## config.mk

```make
export PLATFORM = sky130hd
export DESIGN_NAME = scb_word
export DESIGN_NICKNAME = d
export VERILOG_FILES = /design/src/rtl/core/scb_pkg.sv /design/src/rtl/core/scb_word.sv
export SDC_FILE = /design/constraint.sdc
export NUM_CORES = 1
export LEC_CHECK = 0
export ABC_AREA = 0
export BUFFER_PORTS_ARGS = -buffer_cell sky130_fd_sc_hd__buf_2
export CORE_ASPECT_RATIO = 0.9
export CORE_MARGIN = 1
export CORE_UTILIZATION = 35
export DETAILED_ROUTE_END_ITERATION = 10
export PLACE_DENSITY = 0.7
export SYNTH_ARGS = -nofsm -noshare
export SYNTH_HDL_FRONTEND = slang
export SYNTH_SLANG_ARGS = --single-unit
```

## constraint.sdc

```tcl
create_clock -name vclk -period 7.2
set_input_delay 1.44 -clock vclk [all_inputs]
set_output_delay 1.44 -clock vclk [all_outputs]
set_load 0.01 [all_outputs]
```

## src/rtl/core/scb_pkg.sv

```systemverilog
// Shared types and constants of the scanline span coverage buffer.
package scb_pkg;

  localparam int COL_W  = 10;
  localparam int LINE_W = 10;
  localparam int WORD_W = 64;
  localparam int WIDX_W = 4;
  localparam int CFG_IDX_W = 1;

  localparam logic [CFG_IDX_W-1:0] CFG_VIEW_LEFT  = 1'b0;
  localparam logic [CFG_IDX_W-1:0] CFG_VIEW_RIGHT = 1'b1;

  localparam logic [COL_W-1:0] VIEW_LEFT_RST  = 10'd0;
  localparam logic [COL_W-1:0] VIEW_RIGHT_RST = 10'd1023;

  typedef enum logic [1:0] {
    KIND_CLEAR  = 2'd0,
    KIND_TEST   = 2'd1,
    KIND_INSERT = 2'd2,
    KIND_FULL   = 2'd3
  } kind_t;

  typedef struct packed {
    kind_t              kind;
    logic [LINE_W-1:0]  line_index;
    logic [COL_W-1:0]   span_first;
    logic [COL_W-1:0]   span_last;
  } in_t;

  typedef struct packed {
    logic visible;
    logic line_full;
  } out_t;

  typedef struct packed {
    kind_t             kind;
    logic [COL_W-1:0]  span_lo;
    logic [COL_W-1:0]  span_hi;
    logic [COL_W-1:0]  view_lo;
    logic [COL_W-1:0]  view_hi;
  } word_ctl_t;

  typedef struct packed {
    logic hit;
    logic gap;
  } word_res_t;

endpackage

```

## src/rtl/core/scb_word.sv

```systemverilog
// Read-modify-write logic for one 64-bit coverage word.
module scb_word (
  input  scb_pkg::word_ctl_t              ctl,
  input  logic [scb_pkg::WIDX_W-1:0]      word_idx,
  input  logic [scb_pkg::WORD_W-1:0]      row,
  output logic [scb_pkg::WORD_W-1:0]      row_new,
  output scb_pkg::word_res_t              res
);

  // Bits of this word that lie inside the inclusive column range [lo, hi].
  function automatic logic [scb_pkg::WORD_W-1:0] range_mask(
    input logic [scb_pkg::WIDX_W-1:0] w,
    input logic [scb_pkg::COL_W-1:0]  lo,
    input logic [scb_pkg::COL_W-1:0]  hi
  );
    logic [5:0] l;
    logic [5:0] h;
    if (lo > hi || hi[9:6] < w || lo[9:6] > w) begin
      return '0;
    end
    l = (lo[9:6] == w) ? lo[5:0] : 6'd0;
    h = (hi[9:6] == w) ? hi[5:0] : 6'd63;
    return ({scb_pkg::WORD_W{1'b1}} >> (6'd63 - h)) & ({scb_pkg::WORD_W{1'b1}} << l);
  endfunction

  logic [scb_pkg::WORD_W-1:0] span_mask;
  logic [scb_pkg::WORD_W-1:0] view_mask;
  logic                       span_op;

  assign span_op   = (ctl.kind == scb_pkg::KIND_TEST) || (ctl.kind == scb_pkg::KIND_INSERT);
  assign span_mask = span_op ? range_mask(word_idx, ctl.span_lo, ctl.span_hi) : '0;
  assign view_mask = range_mask(word_idx, ctl.view_lo, ctl.view_hi);

  always_comb begin
    case (ctl.kind)
      scb_pkg::KIND_CLEAR:  row_new = '0;
      scb_pkg::KIND_FULL:   row_new = '1;
      scb_pkg::KIND_INSERT: row_new = row | span_mask;
      default:              row_new = row;
    endcase
  end

  assign res.hit = |(~row & span_mask);
  assign res.gap = |(~row_new & view_mask);

endmodule

```

==> results by group, run 1 <==
Critical path
  – Maximum fanout along the worst path: 24
  – Worst path cell trace: buf_2 > inv_2 > ha_1 > nand4_1 > a211oi_1 > a2111oi_4 > o211ai_2 > buf_4 > or2_1 > buf_4 > o21ai_1 > o22ai_1 > a2111oi_0 > nand4_1 > or4b_1 > buf_2
  – Worst endpoint required time: between 5 and 6 ns
  – Slowest cell on crit path: or4b_1
  – Critical path startpoint category: primary input
  – Worst setup path class: primary input to output port
  – CP Capture Type: output port
  – Worst path max stage delay: ~0.57 ns
  – CP Data Arrival Time: around 5.6 ns

Timing
  – Fin Hold WS: between 3 and 4 ns
  – Crit share post-route: just under 100%
  – Setup_tns: 0 ns
  – Max-slew headroom: about two fifths
  – Min cycle time layout: between 7 and 8 ns
  – Final hold violations: 0
  – Fmax: 142 MHz
  – Least-Margin Pin Slew: about 0.90 ns
  – Endpoints failing setup: 0
  – Max-slew violation count: 0
  – RSZ-0062 raised after global routing: no

Final layout
  – Layout cell share with drive strength beyond 1: roughly a quarter
  – Clkbuf count: 0
  – Final #Nets: ~1200
  – Fillers: ~1600
  – Inserted Diodes: 0
  – Syn-to-layout area delta: 24.0%
  – Sequential Area: 0 um^2
  – Count of flip-flops and latches: 0

Global routing
  – Total GRT Usage: about 45%
  – Initial antenna violation count: 2
  – Gr ovfl total: 0
  – Number of global-route vias before repair: about 8100
  – Met3 Usage GRT: approximately 15%
  – GRT met2 Usage: 62.1%
  – Met1 usage: about three fifths
  – Largest net degree at the start of global routing: 28
  – First-pass GRT wire length: between 50000 and 60000 um
  – Layer with the highest usage: met2

Floorplanning
  – I/O pin cnt: ~180
  – Core area: approximately 14000 um^2
  – Num rows: 41
  – Total Die Area: approximately 15000 um^2
  – Starting Density: between 30% and 40%
  – Die Ht: between 100 and 150 um
  – Die X: roughly 130 um

Pwr
  – Flop pwr share: 0%
  – Sw power: between 0.3 and 0.4 mW
  – Cell internal pwr: around 0.20 mW
  – Peak VDD IR: 0.0000377 V
  – Leak: 2.86 nW
  – Power share of the combinational group: 100.0%
  – Clk pwr share: 0%
  – Net Sw Frac: 65.6%
  – PwrDens: between 80 and 90 nW/um^2

Detailed routing
  – Drt first pass iters: 9
  – Via count: approximately 8900
  – WL final: around 35000 um
  – DR vias/cell: about 7
  – Drt drc: 0
  – DR WL/cell: ~29 um
  – DRT antenna net count: 0
  – Initial DRC count: 1678

Placement
  – Post-detail-place hpwl: between 20000 and 30000 um
  – Routability Congestion: 1.18
  – Port buffer count: roughly 180

Yosys
  – Largest area contributor in the netlist: a21oi_1
  – Sequential fraction of the synthesis area: 0%
  – Share of the synthesized area in the top cell type: under 10%
  – Post-synth top cells: a21oi_1 (100), o21ai_0 (80), nor2_1 (78)
  – Synth area leaders: a21oi_1 (9.6%), ha_1 (9.4%), o21ai_0 (7.7%)
  – Cell Area, Synth: 5190 um^2
  – Synthesis warning total: 0
  – Mean area per synthesized cell: between 5 and 6 um^2
  – Most common cell in the netlist: a21oi_1
  – Synthesized Nets: approximately 1000
  – Yosys cell types: 75
  – Gate count after technology mapping: approximately 880

Job
  – Max Cap Violations: 0

Clock tree
  – Resize count post-CTS: 0
  – Hold buffer count at cts: 0
  – Postcts setup bufs: 0

Worst hold path
  – Worst Hold Class: primary input to output port

Run status
  – Status: finished, final reports clean
path summary, 6_finish.rpt:
path | from | end | slack (ns) | depth (start not counted)
setup / recovery | ctl[24] | res[0] | 0.15 | 16
hold / removal | row[9] | row_new[9] | 3.26 | 4
logic make-up after synthesis:
kind of cell	Yosys count	share of synthesized area, %
adder cells (fa/ha/maj)	39	9.40
AND/OR/NAND/NOR	295	27.5
buffers and inverters	114	8.53
AO/OA/AOI/OAI	428	54.6
power by group through the flow:
stage          clock network, mW  registers [mW]  logic (mW)
4_1_cts                        0               0       0.539
5_1_grt                        0               0       0.593
6_report                       0               0       0.568
3_3_place_gp                   0               0       0.541
2_1_floorplan                  0               0       0.305
3_5_place_dp                   0               0       0.536
metal layers:
layer  wire [um]  vias up
met5          26        -
met4        2210        4
met3        5880      187
met2       13600      899
met1       13600     4037
li1            -     3749
area by class of cell:
cell class / count / area [um^2] / share of cell area [%]
inverter: 52 / 195 / 3.03
multi-input combinational: 762 / 4760 / 73.9
tap: 193 / 241 / 3.75
timing repair buffer: 224 / 1240 / 19.3
worst max-delay path, delay by kind of cell:
kind | cells | cell delay, ns
AO/OA/AOI/OAI | 6 | 1.67
adder cells (fa/ha/maj) | 1 | 0.32
buffers and inverters | 5 | 1.00
AND/OR/NAND/NOR | 4 | 1.15
through the flow:
step	worst slack (ns)	util, %	cell area, um^2	total power [mW]	std cells
global route	0.0502	45.2	6440	0.593	1231
global placement	0.350	45.1	6440	0.541	1231
detailed placement	0.366	45.1	6440	0.536	1231
floorplan	0.958	-	5190	0.305	876
CTS	0.354	45.1	6440	0.539	1231
finish	0.154	45.2	6440	0.568	1231
placed cells by master (no fill, tap or decap), types with 5 or more instances in the layout:
| cell type | n |
|---|---|
| nor4_1 | 11 |
| a2111oi_0 | 6 |
| or2_1 | 5 |
| buf_2 | 176 |
| a31oi_1 | 8 |
| a2bb2oi_1 | 9 |
| a21o_1 | 15 |
| o221ai_1 | 9 |
| inv_2 | 5 |
| a211oi_1 | 10 |
| a221o_1 | 12 |
| nand2b_1 | 8 |
| o22ai_1 | 58 |
| inv_1 | 45 |
| a22oi_1 | 6 |
| o21ai_1 | 22 |
| nor2_1 | 76 |
| or3_1 | 6 |
| o211ai_1 | 11 |
| nand4_1 | 14 |
| o31ai_1 | 16 |
| and2_1 | 16 |
| a21oi_1 | 100 |
| nor3_1 | 36 |
| buf_4 | 48 |
| o32ai_1 | 5 |
| or4_1 | 7 |
| o21ai_0 | 80 |
| nand3_1 | 16 |
| nand2_1 | 76 |
| ha_1 | 39 |
No activity file was read; power rests on OpenSTA's default activity.
==> inputs of run 2 (changes only) <==
--- a/config.mk
+++ b/config.mk
@@ -5,13 +5,13 @@
 export SDC_FILE = /design/constraint.sdc
 export NUM_CORES = 1
 export LEC_CHECK = 0
-export ABC_AREA = 0
+export ABC_AREA = 1
 export BUFFER_PORTS_ARGS = -buffer_cell sky130_fd_sc_hd__buf_2
 export CORE_ASPECT_RATIO = 0.9
 export CORE_MARGIN = 1
 export CORE_UTILIZATION = 35
 export DETAILED_ROUTE_END_ITERATION = 10
-export PLACE_DENSITY = 0.7
+export PLACE_DENSITY = 0.68
 export SYNTH_ARGS = -nofsm -noshare
 export SYNTH_HDL_FRONTEND = slang
 export SYNTH_SLANG_ARGS = --single-unit
==> results by group, run 2 <==
Run status
  – Status: finished, final reports clean

Yosys
  – Cell Area, Synth: 6640 um^2 (+28%)
  – Share of the synthesized area in the top cell type: 33.9% (+24 points)
  – Synthesized Nets: 1610 (+57%)
  – Sequential fraction of the synthesis area: 0% (unchanged)
  – Post-synth top cells: nand2_1 (600), inv_1 (239), nor2_1 (169)
  – Synthesis warning total: 0 (unchanged)
  – Gate count after technology mapping: 1461 (+67%)
  – Synth area leaders: nand2_1 (34%), inv_1 (14%), nor2_1 (9.6%)
  – Largest area contributor in the netlist: nand2_1
  – Yosys cell types: 43 (-43%)
  – Most common cell in the netlist: nand2_1
  – Mean area per synthesized cell: 4.54 um^2 (-23%)

Final layout
  – Clkbuf count: 0 (unchanged)
  – Count of flip-flops and latches: 0 (unchanged)
  – Commonest non-fill, non-tap cell in the layout: nand2_1
  – Final #Nets: 1740 (+46%)
  – Layout cell share with drive strength beyond 1: 14.5% (-9.3 points)
  – Inserted Diodes: 0 (unchanged)
  – Sequential Area: 0 um^2 (unchanged)
  – Non-filler cells, final: 1834 (+49%)
  – Area of the multi-input gates: 5380 um^2 (+13%)
  – Final instance area: 7640 um^2 (+19%)
  – Fillers: 2240 (+39%)
  – Commonest cells after routing, fill and taps aside: nand2_1 (599), inv_1 (239), buf_2 (176)
  – Syn-to-layout area delta: 15.1%
  – Final core occ: 41.4% (-3.8 points)

Clock tree
  – Hold buffer count at cts: 0 (unchanged)
  – Postcts setup bufs: 0 (unchanged)
  – Resize count post-CTS: 0 (unchanged)

Worst hold path
  – Hold Path Stages: 6 (+2)
  – Hold Path End: row_new[31]
  – Worst hold path startpoint: row[31]
  – Worst Hold Class: primary input to output port

Critical path
  – CP Capture Type: output port
  – Critical path startpoint category: primary input
  – Worst endpoint required time: 5.76 ns (about the same)
  – Maximum fanout along the worst path: 31 (+29%)
  – CP Data Arrival Time: 4.80 ns (-0.81 ns)
  – Worst setup startpoint: ctl[22]
  – Worst setup path class: primary input to output port

Detailed routing
  – DRT antenna net count: 0 (unchanged)
  – WL final: 33200 um (-6.0%)
  – DR vias/cell: 5.45 (-24%)
  – Initial DRC count: 1244 (-26%)
  – Via count: 9995 (+13%)
  – DR WL/cell: 18.1 um (-37%)
  – Drt drc: 0 (unchanged)
  – Drt first pass iters: 6 (-3)

Global routing
  – Initial antenna violation count: 0 (-2)
  – Largest net degree at the start of global routing: 65 (+130%)
  – Total GRT Usage: 33.3% (-11 points)
  – Gr ovfl total: 0 (unchanged)
  – First-pass GRT wire length: 50900 um (-0.67%)
  – Number of global-route vias before repair: 8823 (+9.5%)

Timing
  – Setup_tns: 0 ns (unchanged)
  – Fmax: 160 MHz (+13%)
  – Max-slew violation count: 0 (unchanged)
  – Final hold violations: 0 (unchanged)
  – Least-Margin Pin Slew: 1.08 ns (+0.180 ns)
  – Crit share post-route: 86.7% (-11 points)
  – Endpoints failing setup: 0 (unchanged)
  – Max-slew headroom: 27.4% (-12 points)
  – RSZ-0062 raised after global routing: no
  – Fin Hold WS: 3.31 ns (+0.0547 ns)
  – PnR worst setup slack: 0.960 ns (+0.806 ns)
  – Min cycle time layout: 6.24 ns (-0.806 ns)

Placement
  – Port buffer count: 176 (unchanged)
  – Inst Count DP: 1834 (+49%)
  – Worst slack, placed: 1.10 ns (+0.734 ns)
  – Dpl cell area: 7640 um^2 (+19%)
  – Routability Congestion: 1.05 (-11%)
  – Post-detail-place hpwl: 28000 um (-4.5%)

Pwr
  – Sw power: 0.417 mW (+12%)
  – Clk pwr share: 0% (unchanged)
  – Leak: 5.04 nW (+76%)
  – Net Sw Frac: 69.3% (+3.7 points)
  – Power, Total: 0.602 mW (+5.9%)
  – Flop pwr share: 0% (unchanged)
  – PwrDens: 78.8 nW/um^2 (-11%)
  – Peak VDD IR: 0.0000509 V (+35%)
  – Cell internal pwr: 0.185 mW (-5.5%)
  – Power share of the combinational group: 100.0% (about the same)

Floorplanning
  – I/O pin cnt: 176 (unchanged)
  – Die X: 147 um (+13%)
  – Core area: 18500 um^2 (+29%)
  – Total Die Area: 19500 um^2 (+27%)
  – Die Ht: 133 um (+13%)
  – Starting Density: 35.9% (-0.48 points)
  – Num rows: 47 (+15%)

Job
  – Max Cap Violations: 0 (unchanged)
run 2: critical path, stage by stage:
cell and delay, ns:
buf_2 0.12, clkinv_1 0.22, ha_1 0.36, nand2_1 0.05
nor2_1 0.13, nand4_1 0.18, nand2_2 0.56, nand3_4 0.35
o21ai_0 0.27, nand2_1 0.07, nand2_1 0.07, nand2_1 0.10
nand2_1 0.11, nand2_1 0.06, nor2_1 0.17, nand2_1 0.09
inv_1 0.05, nand2_1 0.05, nor2_1 0.10, nand2_1 0.10
buf_2 0.15
run 2: area by class of cell:
cell class | count | area share [%]
Inverter | 263 | 12.9
Tap cell | 245 | 4.01
Multi-Input combinational cell | 1139 | 70.4
Timing Repair Buffer | 187 | 12.6
run 2: worst max-delay path by stage:
| stage | endpoint | slack [ns] | depth (start not counted) |
|---|---|---|---|
| 6_report | res[0] | 0.96 | 21 |
| 5_1_grt | res[0] | 0.59 | 22 |
| 4_1_cts | res[0] | 1.09 | 21 |
| 3_5_place_dp | res[0] | 1.10 | 21 |
| 3_3_place_gp | res[0] | 1.11 | 21 |
| 2_1_floorplan | res[0] | 2.33 | 20 |
run 2: kinds of logic (layout without fill, tap and decap cells):
group / Yosys count / count (layout) / share of synthesized area [%]
adders and majority gates: 39 / 39 / 7.35
and+or+nand+nor: 920 / 920 / 56.8
AOI/OAI and AO/OA: 180 / 180 / 16.6
buffers and inverters: 322 / 450 / 19.2
run 2: power by group through the flow:
stage | clock network, mW | logic [mW] | registers [mW]
6_report | 0 | 0.602 | 0
5_1_grt | 0 | 0.664 | 0
4_1_cts | 0 | 0.586 | 0
3_5_place_dp | 0 | 0.583 | 0
3_3_place_gp | 0 | 0.585 | 0
2_1_floorplan | 0 | 0.377 | 0
run 2: per-layer routing:
metal / vias to the layer above / GRT usage, % / wire length (um)
li1: 4830 / - / -
met1: 4462 / 49.9 / 15000
met2: 646 / 51.1 / 13600
met3: 57 / 3.10 / 3770
met4: 0 / 6.47 / 837
met5: - / 0 / 0
==> inputs of run 3 (changes only) <==
==> constraint.sdc (replaced) <==
create_clock -name vclk -period 7.2
set_input_delay 1.44 -clock vclk [all_inputs]
set_output_delay 1.44 -clock vclk [all_outputs]
set_load 0.005 [all_outputs]
==> results by group, run 3 (synthesized netlist as in run 2, its figures left out) <==
Timing
  – Crit share post-route: 86.9% (+0.21 points)
  – Final hold violations: 0 (unchanged)
  – Max-slew headroom: 27.6% (+0.23 points)
  – Fmax: 160 MHz (-0.25%)
  – Least-Margin Pin Slew: 1.07 ns (-0.00338 ns)
  – Max-slew violation count: 0 (unchanged)
  – Setup_tns: 0 ns (unchanged)
  – PnR worst setup slack: 0.944 ns (-0.0154 ns)
  – RSZ-0062 raised after global routing: no
  – Min cycle time layout: 6.26 ns (+0.0154 ns)
  – Endpoints failing setup: 0 (unchanged)

Placement
  – Routability Congestion: 1.05 (about the same)
  – Worst slack, placed: 1.06 ns (-0.0422 ns)
  – Port buffer count: 176 (unchanged)
  – Post-detail-place hpwl: 27700 um (-0.81%)

Final layout
  – Sequential Area: 0 um^2 (unchanged)
  – Layout cell share with drive strength beyond 1: 14.5% (unchanged)
  – Inserted Diodes: 0 (unchanged)
  – Commonest non-fill, non-tap cell in the layout: nand2_1
  – Clkbuf count: 0 (unchanged)
  – Final #Nets: 1740 (unchanged)
  – Count of flip-flops and latches: 0 (unchanged)
  – Commonest cells after routing, fill and taps aside: nand2_1 (599), inv_1 (239), buf_2 (176)
  – Syn-to-layout area delta: 15.1% (unchanged)

Job
  – Max Cap Violations: 0 (unchanged)

Global routing
  – Initial antenna violation count: 0 (unchanged)
  – First-pass GRT wire length: 50200 um (-1.2%)
  – Gr ovfl total: 0 (unchanged)
  – Total GRT Usage: 33.0% (-0.29 points)
  – Number of global-route vias before repair: 8801 (-0.25%)
  – Largest net degree at the start of global routing: 65 (unchanged)

Critical path
  – Worst setup path class: primary input to output port
  – CP Capture Type: output port
  – Critical path startpoint category: primary input
  – Maximum fanout along the worst path: 31 (unchanged)
  – Worst endpoint required time: 5.76 ns (about the same)
  – CP Data Arrival Time: 4.82 ns (+0.02 ns)
  – Worst setup startpoint: ctl[22]

Floorplanning
  – Starting Density: 35.9% (unchanged)
  – Num rows: 47 (unchanged)
  – I/O pin cnt: 176 (unchanged)
  – Die Ht: 133 um (unchanged)
  – Total Die Area: 19500 um^2 (unchanged)
  – Core area: 18500 um^2 (unchanged)
  – Die X: 147 um (unchanged)

Detailed routing
  – DR vias/cell: 5.42 (-0.60%)
  – Metal-1 WL: 14900 um (-0.65%)
  – Via count: 9935 (-0.60%)
  – WL met2: 13600 um (+0.19%)
  – DR WL/cell: 18.0 um (-0.35%)
  – DRT antenna net count: 0 (unchanged)
  – Initial DRC count: 1173 (-5.7%)
  – WL final: 33100 um (-0.35%)
  – Drt first pass iters: 8 (+2)
  – Highest routed metal layer: met4
  – Met3 Wirelength: 3770 um (-0.16%)
  – Drt drc: 0 (unchanged)

Clock tree
  – Postcts setup bufs: 0 (unchanged)
  – Hold buffer count at cts: 0 (unchanged)
  – Resize count post-CTS: 0 (unchanged)

Pwr
  – PwrDens: 76.7 nW/um^2 (-2.7%)
  – Leak: 5.04 nW (unchanged)
  – Peak VDD IR: 0.0000473 V (-7.2%)

Run status
  – Status: finished, final reports clean

Worst hold path
  – Worst hold path startpoint: row[31]
  – Worst Hold Class: primary input to output port
-- run 3: cell counts in the layout (fill, tap and decap cells not counted) --
No cell type changed its count.
-- run 3: routing by layer --
metal,global-route usage [%],vias to the layer above
met5,0,-
met4,7.33,0
met3,3.52,54
met2,50.8,580
met1,48.8,4473
li1,-,4828
-- run 3: through the flow --
stage          area (um^2)  hold slack, ns  util, %  instances  power [mW]
6_report              7640            3.29     41.4       1834       0.586
5_1_grt               7640            3.31     41.4       1834       0.646
4_1_cts               7640            3.28     41.4       1834       0.570
3_5_place_dp          7640            3.28     41.4       1834       0.567
3_3_place_gp          7640            3.28     41.4       1834       0.569
2_1_floorplan         6640            3.05        -       1461       0.362
-- run 3: critical path: stages --
cell and delay [ns]:
buf_2 0.11, clkinv_1 0.23, ha_1 0.38, nand2_1 0.05, nor2_1 0.12, nand4_1 0.18
nand2_2 0.56, nand3_2 0.43, o21ai_1 0.24, nand2_1 0.07, nand2_1 0.07, nand2_1 0.11
nand2_1 0.14, nand2_1 0.07, inv_1 0.05, nand2_1 0.07, nor2_1 0.10, nand2_1 0.06
nor2_1 0.08, nand2_1 0.09, buf_2 0.14
-- run 3: final cells by class --
class / instances / area, um^2
timing repair buffer: 187 / 963
tap: 245 / 307
fill: 2227 / 10800
multi-input combinational: 1139 / 5380
inverter: 263 / 988
-- run 3: worst paths after layout --
check	endpoint	slack, ns	cells after the start
hold / removal	row_new[31]	3.29	6
setup / recovery	res[0]	0.94	21
-- run 3: where the power goes --
part	total [mW]	internal, mW	switching, mW
combinational	0.586	0.184	0.402
clock	0	0	0
sequential	0	0	0
